<file path="src/rtl/po_cmc_pkg.sv">
// Package for the gettext catalog message counter.
// Holds the line prefix tables, character codes and port widths.
// No dependencies.
package po_cmc_pkg;

  typedef logic [7:0] byte_t;

  localparam int NUM_PFX  = 5;
  localparam int PFX_COLS = 7;

  localparam int P_MSGID  = 0;
  localparam int P_MSGSTR = 1;
  localparam int P_COMMA  = 2;
  localparam int P_OBS    = 3;
  localparam int P_QUOTE  = 4;

  localparam byte_t CH_NL     = 8'd10;
  localparam byte_t CH_QUOTE  = 8'h22;
  localparam byte_t CH_BSLASH = 8'h5C;
  localparam byte_t CH_LBRACK = 8'h5B;
  localparam byte_t CH_Y      = 8'h79;

  localparam logic [31:0] FUZZ_WORD = 32'h66757A7A;

  localparam byte_t PFX_TEXT [NUM_PFX][PFX_COLS] = '{
    '{8'h6D, 8'h73, 8'h67, 8'h69, 8'h64, 8'h20, 8'h22},
    '{8'h6D, 8'h73, 8'h67, 8'h73, 8'h74, 8'h72, 8'h00},
    '{8'h23, 8'h2C, 8'h00, 8'h00, 8'h00, 8'h00, 8'h00},
    '{8'h23, 8'h7E, 8'h00, 8'h00, 8'h00, 8'h00, 8'h00},
    '{8'h22, 8'h00, 8'h00, 8'h00, 8'h00, 8'h00, 8'h00}
  };

  localparam logic [2:0] PFX_LEN [NUM_PFX] = '{3'd7, 3'd6, 3'd2, 3'd2, 3'd1};

  localparam int IN_TDATA_W  = 8;
  localparam int OUT_FIELD_W = 32;
  localparam int OUT_TDATA_W = 4 * OUT_FIELD_W;

endpackage

</file>
<file path="src/rtl/po_catalog_message_counter.sv">
// Top level of the gettext catalog message counter.
// Instantiates po_cmc_line_scan and po_cmc_result; uses po_cmc_pkg.
//
//   channel  dir  tdata fields (low bit up)                       tuser/tlast
//   in_      in   text_byte[7:0]                                  tlast = stream_end
//   out_     out  message_total, untranslated_total,              none
//                 fuzzy_total, translated_total (32 bits each)
//
// One byte is taken per cycle while the input is not held (see below). After the final
// byte is accepted, the counts pass the snapshot register, then the result register.
// Reset (rst_n low, synchronous) clears the line state and counters.
// A stalled result holds the result register while the snapshot takes the next
// final counts; only a final byte that finds both full waits and holds the input.
module po_catalog_message_counter #(
  parameter int COUNT_BITS = 32
) (
  input  logic                                clk,
  input  logic                                rst_n,
  input  logic                                in_tvalid,
  output logic                                in_tready,
  input  logic [po_cmc_pkg::IN_TDATA_W-1:0]   in_tdata,   // text_byte[7:0]
  input  logic                                in_tlast,
  output logic                                out_tvalid,
  input  logic                                out_tready,
  // message_total[31:0], untranslated_total[63:32], fuzzy_total[95:64],
  // translated_total[127:96]
  output logic [po_cmc_pkg::OUT_TDATA_W-1:0]  out_tdata
);

  logic                  snap_valid;
  logic                  snap_ready;
  logic [COUNT_BITS-1:0] snap_msg;
  logic [COUNT_BITS-1:0] snap_unt;
  logic [COUNT_BITS-1:0] snap_fz;

  po_cmc_line_scan #(
    .COUNT_BITS (COUNT_BITS)
  ) u_scan (
    .clk        (clk),
    .rst_n      (rst_n),
    .in_tvalid  (in_tvalid),
    .in_tready  (in_tready),
    .in_tdata   (in_tdata),
    .in_tlast   (in_tlast),
    .snap_valid (snap_valid),
    .snap_ready (snap_ready),
    .snap_msg   (snap_msg),
    .snap_unt   (snap_unt),
    .snap_fz    (snap_fz)
  );

  po_cmc_result #(
    .COUNT_BITS (COUNT_BITS)
  ) u_result (
    .clk        (clk),
    .rst_n      (rst_n),
    .snap_valid (snap_valid),
    .snap_ready (snap_ready),
    .snap_msg   (snap_msg),
    .snap_unt   (snap_unt),
    .snap_fz    (snap_fz),
    .out_tvalid (out_tvalid),
    .out_tready (out_tready),
    .out_tdata  (out_tdata)
  );

endmodule

</file>
<file path="src/rtl/po_cmc_line_scan.sv">
// Input register, per-byte line tracking and the three running counters.
// Emits a registered snapshot of the final counts on the last byte.
// Depends on po_cmc_pkg.
module po_cmc_line_scan #(
  parameter int COUNT_BITS = 32
) (
  input  logic                                clk,
  input  logic                                rst_n,
  input  logic                                in_tvalid,
  output logic                                in_tready,
  input  logic [po_cmc_pkg::IN_TDATA_W-1:0]   in_tdata,
  input  logic                                in_tlast,
  output logic                                snap_valid,
  input  logic                                snap_ready,
  output logic [COUNT_BITS-1:0]               snap_msg,
  output logic [COUNT_BITS-1:0]               snap_unt,
  output logic [COUNT_BITS-1:0]               snap_fz
);

  logic                       in_v_r, in_v_nxt;
  po_cmc_pkg::byte_t          in_byte_r;
  logic                       in_last_r;
  logic                       consume;

  logic [2:0]                 col_r, col_nxt;
  logic [po_cmc_pkg::NUM_PFX-1:0] pfx_r, pfx_nxt;
  logic [23:0]                tail_r, tail_nxt;
  logic [31:0]                win_r, win_nxt;
  logic                       fuzzy_r, fuzzy_nxt;
  logic                       plural_r, plural_nxt;
  logic                       pu_r, pu_nxt;
  logic                       pf_r, pf_nxt;
  logic                       pp_r, pp_nxt;
  logic                       skip_r, skip_nxt;
  logic [COUNT_BITS-1:0]      msg_r, msg_nxt;
  logic [COUNT_BITS-1:0]      unt_r, unt_nxt;
  logic [COUNT_BITS-1:0]      fz_r, fz_nxt;

  logic                       snap_v_r, snap_v_nxt;
  logic [COUNT_BITS-1:0]      snap_msg_r, snap_unt_r, snap_fz_r;

  logic [po_cmc_pkg::NUM_PFX-1:0] starts;
  logic                       inc_m;
  logic [1:0]                 inc_u, inc_f;
  logic                       cont;
  logic [COUNT_BITS-1:0]      msg_sum, unt_sum, fz_sum;

  function automatic logic [COUNT_BITS-1:0] sat_add(input logic [COUNT_BITS-1:0] v,
                                                    input logic [1:0] inc);
    logic [COUNT_BITS:0] s;
    s = {1'b0, v} + {{(COUNT_BITS-1){1'b0}}, inc};
    return s[COUNT_BITS] ? {COUNT_BITS{1'b1}} : s[COUNT_BITS-1:0];
  endfunction

  assign consume   = in_v_r && (!in_last_r || !snap_v_r || snap_ready);
  assign in_tready = !in_v_r || consume;

  always_comb begin
    in_v_nxt = in_v_r;
    if (in_tvalid && in_tready) begin
      in_v_nxt = 1'b1;
    end else if (consume) begin
      in_v_nxt = 1'b0;
    end
  end

  always_comb begin
    for (int p = 0; p < po_cmc_pkg::NUM_PFX; p++) begin
      starts[p] = pfx_r[p] && (col_r >= po_cmc_pkg::PFX_LEN[p]);
    end
  end

  always_comb begin
    col_nxt    = col_r;
    pfx_nxt    = pfx_r;
    tail_nxt   = tail_r;
    win_nxt    = win_r;
    fuzzy_nxt  = fuzzy_r;
    plural_nxt = plural_r;
    pu_nxt     = pu_r;
    pf_nxt     = pf_r;
    pp_nxt     = pp_r;
    skip_nxt   = skip_r;
    inc_m      = 1'b0;
    inc_u      = 2'd0;
    inc_f      = 2'd0;
    cont       = 1'b1;

    if (in_byte_r == po_cmc_pkg::CH_NL) begin
      if (skip_r) begin
        if (starts[po_cmc_pkg::P_MSGSTR] || starts[po_cmc_pkg::P_QUOTE]) begin
          cont = 1'b0;
        end else begin
          skip_nxt = 1'b0;
        end
      end else if (pu_r) begin
        pu_nxt = 1'b0;
        if (!starts[po_cmc_pkg::P_QUOTE]) begin
          inc_u = 2'd1;
        end
        if (pp_r) begin
          pp_nxt   = 1'b0;
          skip_nxt = 1'b1;
          cont     = 1'b0;
        end
      end
      if (cont) begin
        if (pf_r) begin
          pf_nxt = 1'b0;
          if (!starts[po_cmc_pkg::P_OBS]) begin
            inc_f = 2'd1;
          end
        end
        if (starts[po_cmc_pkg::P_MSGID]) begin
          inc_m = 1'b1;
        end else if (starts[po_cmc_pkg::P_COMMA]) begin
          if (fuzzy_r) begin
            pf_nxt = 1'b1;
          end
        end else if (starts[po_cmc_pkg::P_MSGSTR]) begin
          if (tail_r[7:0] == po_cmc_pkg::CH_QUOTE && tail_r[15:8] == po_cmc_pkg::CH_QUOTE &&
              tail_r[23:16] != po_cmc_pkg::CH_BSLASH) begin
            pu_nxt = 1'b1;
            if (plural_r) begin
              pp_nxt = 1'b1;
            end
          end
        end
      end
      col_nxt    = 3'd0;
      pfx_nxt    = '1;
      tail_nxt   = '0;
      win_nxt    = '0;
      fuzzy_nxt  = 1'b0;
      plural_nxt = 1'b0;
    end else begin
      if (col_r != 3'd7) begin
        for (int p = 0; p < po_cmc_pkg::NUM_PFX; p++) begin
          if (col_r < po_cmc_pkg::PFX_LEN[p] &&
              in_byte_r != po_cmc_pkg::PFX_TEXT[p][col_r]) begin
            pfx_nxt[p] = 1'b0;
          end
        end
        if (col_r == 3'd6) begin
          plural_nxt = (in_byte_r == po_cmc_pkg::CH_LBRACK);
        end
        col_nxt = col_r + 3'd1;
      end
      if (win_r == po_cmc_pkg::FUZZ_WORD && in_byte_r == po_cmc_pkg::CH_Y) begin
        fuzzy_nxt = 1'b1;
      end
      win_nxt  = {win_r[23:0], in_byte_r};
      tail_nxt = {tail_r[15:0], in_byte_r};
    end

    if (in_last_r) begin
      inc_u = inc_u + {1'b0, pu_nxt};
      inc_f = inc_f + {1'b0, pf_nxt};
    end

    msg_sum = sat_add(msg_r, {1'b0, inc_m});
    unt_sum = sat_add(unt_r, inc_u);
    fz_sum  = sat_add(fz_r, inc_f);
    msg_nxt = msg_sum;
    unt_nxt = unt_sum;
    fz_nxt  = fz_sum;

    if (in_last_r) begin
      col_nxt    = 3'd0;
      pfx_nxt    = '1;
      tail_nxt   = '0;
      win_nxt    = '0;
      fuzzy_nxt  = 1'b0;
      plural_nxt = 1'b0;
      pu_nxt     = 1'b0;
      pf_nxt     = 1'b0;
      pp_nxt     = 1'b0;
      skip_nxt   = 1'b0;
      msg_nxt    = '0;
      unt_nxt    = '0;
      fz_nxt     = '0;
    end
  end

  assign snap_v_nxt = (snap_v_r && !snap_ready) || (consume && in_last_r);

  always_ff @(posedge clk) begin
    if (!rst_n) begin
      in_v_r   <= 1'b0;
      snap_v_r <= 1'b0;
      col_r    <= 3'd0;
      pfx_r    <= '1;
      tail_r   <= '0;
      win_r    <= '0;
      fuzzy_r  <= 1'b0;
      plural_r <= 1'b0;
      pu_r     <= 1'b0;
      pf_r     <= 1'b0;
      pp_r     <= 1'b0;
      skip_r   <= 1'b0;
      msg_r    <= '0;
      unt_r    <= '0;
      fz_r     <= '0;
    end else begin
      in_v_r   <= in_v_nxt;
      snap_v_r <= snap_v_nxt;
      if (consume) begin
        col_r    <= col_nxt;
        pfx_r    <= pfx_nxt;
        tail_r   <= tail_nxt;
        win_r    <= win_nxt;
        fuzzy_r  <= fuzzy_nxt;
        plural_r <= plural_nxt;
        pu_r     <= pu_nxt;
        pf_r     <= pf_nxt;
        pp_r     <= pp_nxt;
        skip_r   <= skip_nxt;
        msg_r    <= msg_nxt;
        unt_r    <= unt_nxt;
        fz_r     <= fz_nxt;
      end
    end
  end

  always_ff @(posedge clk) begin
    if (in_tvalid && in_tready) begin
      in_byte_r <= in_tdata;
      in_last_r <= in_tlast;
    end
    if (consume && in_last_r) begin
      snap_msg_r <= msg_sum;
      snap_unt_r <= unt_sum;
      snap_fz_r  <= fz_sum;
    end
  end

  assign snap_valid = snap_v_r;
  assign snap_msg   = snap_msg_r;
  assign snap_unt   = snap_unt_r;
  assign snap_fz    = snap_fz_r;

endmodule

</file>
<file path="src/rtl/po_cmc_result.sv">
// Result stage: clamps the final counts to 32 bits, forms the translated
// total and holds the result request. Depends on po_cmc_pkg.
module po_cmc_result #(
  parameter int COUNT_BITS = 32
) (
  input  logic                                clk,
  input  logic                                rst_n,
  input  logic                                snap_valid,
  output logic                                snap_ready,
  input  logic [COUNT_BITS-1:0]               snap_msg,
  input  logic [COUNT_BITS-1:0]               snap_unt,
  input  logic [COUNT_BITS-1:0]               snap_fz,
  output logic                                out_tvalid,
  input  logic                                out_tready,
  output logic [po_cmc_pkg::OUT_TDATA_W-1:0]  out_tdata
);

  logic                                out_v_r, out_v_nxt;
  logic [po_cmc_pkg::OUT_TDATA_W-1:0]  out_data_r, out_data_nxt;
  logic [COUNT_BITS:0]                 used;
  logic [COUNT_BITS-1:0]               diff;

  function automatic logic [po_cmc_pkg::OUT_FIELD_W-1:0] clamp32(
      input logic [COUNT_BITS-1:0] v);
    logic [63:0] ext;
    ext = 64'(v);
    return (|ext[63:32]) ? {po_cmc_pkg::OUT_FIELD_W{1'b1}} : ext[31:0];
  endfunction

  assign snap_ready = !out_v_r || out_tready;

  always_comb begin
    used = {1'b0, snap_unt} + {1'b0, snap_fz};
    diff = '0;
    if (used < {1'b0, snap_msg}) begin
      diff = snap_msg - used[COUNT_BITS-1:0];
    end
    out_data_nxt = {clamp32(diff), clamp32(snap_fz), clamp32(snap_unt), clamp32(snap_msg)};
    out_v_nxt    = (out_v_r && !out_tready) || snap_valid;
  end

  always_ff @(posedge clk) begin
    if (!rst_n) begin
      out_v_r <= 1'b0;
    end else begin
      out_v_r <= out_v_nxt;
    end
  end

  always_ff @(posedge clk) begin
    if (snap_valid && snap_ready) begin
      out_data_r <= out_data_nxt;
    end
  end

  assign out_tvalid = out_v_r;
  assign out_tdata  = out_data_r;

endmodule
</file>
<file path="config.mk">
export PLATFORM = sky130hd
export DESIGN_NAME = po_catalog_message_counter
export DESIGN_NICKNAME = d
export VERILOG_FILES = /design/src/rtl/po_cmc_pkg.sv /design/src/rtl/po_catalog_message_counter.sv /design/src/rtl/po_cmc_line_scan.sv /design/src/rtl/po_cmc_result.sv
export SDC_FILE = /design/constraint.sdc
export NUM_CORES = 1
export LEC_CHECK = 0
export ABC_AREA = 1
export BUFFER_PORTS_ARGS = -buffer_cell sky130_fd_sc_hd__buf_2
export CELL_PAD_IN_SITES_DETAIL_PLACEMENT = 1
export CELL_PAD_IN_SITES_GLOBAL_PLACEMENT = 2
export CORE_UTILIZATION = 37
export DETAILED_ROUTE_END_ITERATION = 16
export PLACE_DENSITY = 0.78
export RECOVER_POWER = 50
export SYNTH_ARGS = -nofsm -noshare
export SYNTH_HDL_FRONTEND = slang
export SYNTH_HIERARCHICAL = 1
export SYNTH_SLANG_ARGS = --single-unit
export TNS_END_PERCENT = 100
</file>
<file path="constraint.sdc">
create_clock -name clk -period 8.7 [get_ports clk]
set_input_delay 0.87 -clock clk [delete_from_list [all_inputs] [get_ports clk]]
set_output_delay 0.87 -clock clk [all_outputs]
set_load 0.005 [all_outputs]
</file>
==> summary.md <==
| Metric | Value |
|---|---|
| Worst Hold Class | `flip-flop to flip-flop` |
| RSZ-0062 raised after global routing | `no` |
| Largest driver fanout on the critical path | `65` |
| Critical path class | `primary input to flip-flop` |
| Final worst slack | `2.379 ns` |
| Mux contribution to synthesized area | `0` |
| GPL Wtd Cong | `0.8903` |
| ANT nets after route | `0` |
| Gate Count Post-Synth | `2,705` |
| Worst slew pin tran | `4.004 ns` |
| Crit path from | `out_tready` |
| Fin. max-slew vios | `291` |
| Crit Reg-Reg Endpoint | `u_result/out_tdata[20]` |
| # DRC | `0` |
| FF-to-FF setup slack | `2.40 ns` |
| FF-to-FF path depth | `4` |
| Clock Sinks | `378` |
| Critical Path Source Type | `primary input` |
| Pre-CTS setup slack | `3.803 ns` |
| Clk buf depth | `3` |
| Worst-path clk slew | `0.06 ns` |
| CTS buffer count | `45` |
| Relative slew slack | `-1.669` |
| Standby leakage power | `10.15 nW` |
| Yosys warnings | `6` |
| Maxcap violations | `5` |
| Root Driver | `clkbuf_16` |
| Final Cycle Share | `0.7265` |
| Drt pass-1 iters | `5` |
| TritonCTS clock tree | `built` |
| Reg2Reg Launch Point | `u_scan/snap_valid` |
| Final Util | `0.4237` |
| Post-synthesis compound-gate area fraction | `0.08446` |
| PD cells | `176.4 nW/um^2` |
| Syn Nets | `2,830` |
| WL/cell | `20.06 um` |
| Initial drt markers | `924` |
| Post-Synth XOR/XNOR Area | `0.02618` |
| Min Tclk post-route | `6.321 ns` |
| Routed vias | `18,690` |
| Initial Utilization | `0.3755` |
| Routed wire length | `73,110 um` |
| Post-synth EDFFs | `233` |
| CP required | `8.82 ns` |
| First-pass GRT wire length | `113,300 um` |
| Adder-cell area share of the yosys netlist | `0.06582` |
| Max Clk Rate | `158.2 MHz` |
| Largest family of logic cells by synthesized area | `simple AND/OR/NAND/NOR gates` |
| Top FF cell, synth | `edfxtp_1` |
| VDD IR max | `0.0001442 V` |
| CP endpoint kind | `flip-flop` |
| Chip width | `244.4 um` |
| Worst Setup EP | `u_result/out_tdata[20]` |
| Largest net degree at the start of global routing | `89` |
| Final Hold Fails | `0` |
| Synthesized area per cell | `8.040 sq um` |
| Simple-gate portion of the synthesized area | `0.3014` |
| Total Routing Usage GR | `0.2461` |
| Synth cell types | `50` |
| Post-CTS sizing | `0` |
| Synthesized cell area | `21,750 sq um` |
| Share of cells above drive strength 1 | `0.1161` |
| Post-CTS setup buffers | `0` |
| Async SR Flop Fraction | `0` |
| Io pins | `143` |
| H-tree Lvls | `2` |
| # hold bufs at CTS | `0` |
| Die footprint | `59,750 sq um` |
| Antenna violations before repair | `2` |
| Area Growth Syn to Fin | `12.85%` |
| Setup TNS | `0 ns` |
| Vias in the first global route | `19,490` |
| Vias per cell | `5.126` |
| Cell Rows | `88` |
| Height of the die | `244.4 um` |
| Status | `finished, violations left` |
| Failing checks | `capacitance limit, slew limit` |
| Skew-Pair Late Insertion Delay | `0.59 ns` |
| Final net count | `2,966` |
| DP HPWL | `56,660 um` |
| Skew final | `0.02350 ns` |
| Sequential share of the synthesized area | `0.4552` |
| CP arrival | `6.44 ns` |
| Core area | `57,920 sq um` |
| Yosys reg bits | `378` |
| # port buffers | `142` |
| Final setup viols | `0` |
| Total global routing overflow | `0` |
## worst min-delay path by stage
stage	startpoint	end	slack [ns]	cells after the start
after floorplan	u_scan/pfx_r[3]	u_scan/pfx_r[3]	0.42	2
after global placement	u_scan/pfx_r[3]	u_scan/pfx_r[3]	0.44	2
after detailed placement	u_scan/snap_fz[4]	u_result/out_tdata[68]	0.44	0
after CTS	in_tdata[4]	u_scan/in_byte_r[4]	0.41	1
after global routing	in_tdata[6]	u_scan/in_byte_r[6]	0.43	1
final	u_scan/pfx_r[0]	u_scan/pfx_r[0]	0.45	2
## critical path: stages
cell and delay (ns):
buf_2 0.07, inv_1 0.06, a21oi_4 0.11, clkbuf_1 2.78
clkbuf_1 2.45
## area by class of cell
cell class | instances | area (sq um)
antenna | 2 | 5.005
clock buffer | 52 | 1182
inverter | 297 | 1119
sequential | 378 | 9899
fill | 7025 | 33370
clock inverter | 32 | 306.5
multi-input combinational | 1970 | 10400
timing repair buffer | 149 | 668.1
tap | 765 | 957.2
## registers in the layout, indices dropped and copies added, names as in the netlist, 3 cells and up
signal and count:
u_scan/snap_unt 32, u_scan/fz_r 32, u_scan/snap_msg 32, u_scan/msg_r 32, u_result/out_tdata 128, u_scan/in_byte_r 8
u_scan/win_r 9, u_scan/pfx_r 5, u_scan/unt_r 32, u_scan/col_r 3, u_scan/tail_r 23, u_scan/snap_fz 32
## report_power, final
| part | switching (mW) | internal (mW) | total (mW) |
|---|---|---|---|
| registers | 0.0332 | 1.94 | 1.97 |
| logic | 0.310 | 0.131 | 0.441 |
| clock network | 0.812 | 1.10 | 1.92 |
## layer usage
metal  GRT usage  vias to the layer above  share of wire
li1            -                     9091              -
met1      0.3197                     9178           0.45
met2      0.4306                      321           0.49
met3     0.02700                       95          0.034
met4     0.06820                        0          0.026
met5           0                        -              0
## layout by cell type (no fill, tap or decap), types with 7 or more instances in the layout
cell type  count
a21o_1        13
a21oi_1      194
a21oi_2       12
a31oi_1        7
buf_2         75
clkbuf_1      74
clkbuf_16     45
clkinv_2      13
dfxtp_1      145
edfxtp_1     233
ha_1         108
inv_1        285
inv_2          9
nand2_1      848
nand2_2       20
nand3_1      121
nand3_2       60
nand3b_1      25
nand4_1       16
nor2_1       263
nor2_2        40
nor2_4         7
nor3_1        25
o21ai_0       67
o21bai_1      15
or2_2         10
xnor2_1       17
xor2_1        48
## cell families (layout without fill, tap and decap cells)
logic type,Yosys count,in the layout
compound gates,331,331
fa+ha+maj,112,112
other cells,0,2
flops,378,378
simple gates,1462,1462
xor+xnor,65,65
buf+inv,357,530
## cell usage after synthesis, types with 3 or more instances
cell / n / share of area
inv_2: 10 / 0.0017
o21ai_0: 67 / 0.015
xnor2_1: 17 / 0.0068
a21o_1: 13 / 0.0045
nor2_2: 41 / 0.012
o21bai_1: 15 / 0.0052
edfxtp_1: 233 / 0.32
nor2_4: 6 / 0.0031
o21ai_2: 3 / 0.0012
or2_2: 10 / 0.0029
nand2_2: 20 / 0.0058
nor3_1: 25 / 0.0058
ha_1: 108 / 0.062
nand2_4: 4 / 0.0021
nand3b_1: 25 / 0.0086
o21a_1: 3 / 0.0010
a21oi_1: 194 / 0.045
nand4_1: 16 / 0.0046
and3_1: 3 / 0.00086
buf_1: 5 / 0.00086
nand3_1: 121 / 0.028
nor2_1: 263 / 0.045
inv_1: 287 / 0.050
xor2_1: 48 / 0.019
nand2_1: 848 / 0.15
a21boi_0: 4 / 0.0014
dfxtp_1: 145 / 0.13
o21ai_1: 4 / 0.00092
buf_2: 20 / 0.0046
a31oi_1: 7 / 0.0020
buf_6: 12 / 0.0062
nor4_1: 4 / 0.0012
fa_1: 4 / 0.0037
o211ai_1: 3 / 0.0010
clkbuf_1: 22 / 0.0038
a21oi_2: 13 / 0.0052
nand3_2: 60 / 0.028
## per-stage QoR
| stage | cell area (sq um) | std cells | hold WS [ns] | power, mW |
|---|---|---|---|---|
| 3_5_place_dp | 23150 | 3559 | 0.4430 | 2.453 |
| 6_report | 24540 | 3645 | 0.4475 | 4.328 |
| 4_1_cts | 24640 | 3643 | 0.4116 | 4.386 |
| 5_1_grt | 24540 | 3643 | 0.4330 | 4.494 |
| 3_3_place_gp | 23150 | 3559 | 0.4368 | 2.444 |
| 2_1_floorplan | 21750 | 2705 | 0.4187 | 2.298 |
Note: power is estimated with default switching activity, not from simulation.
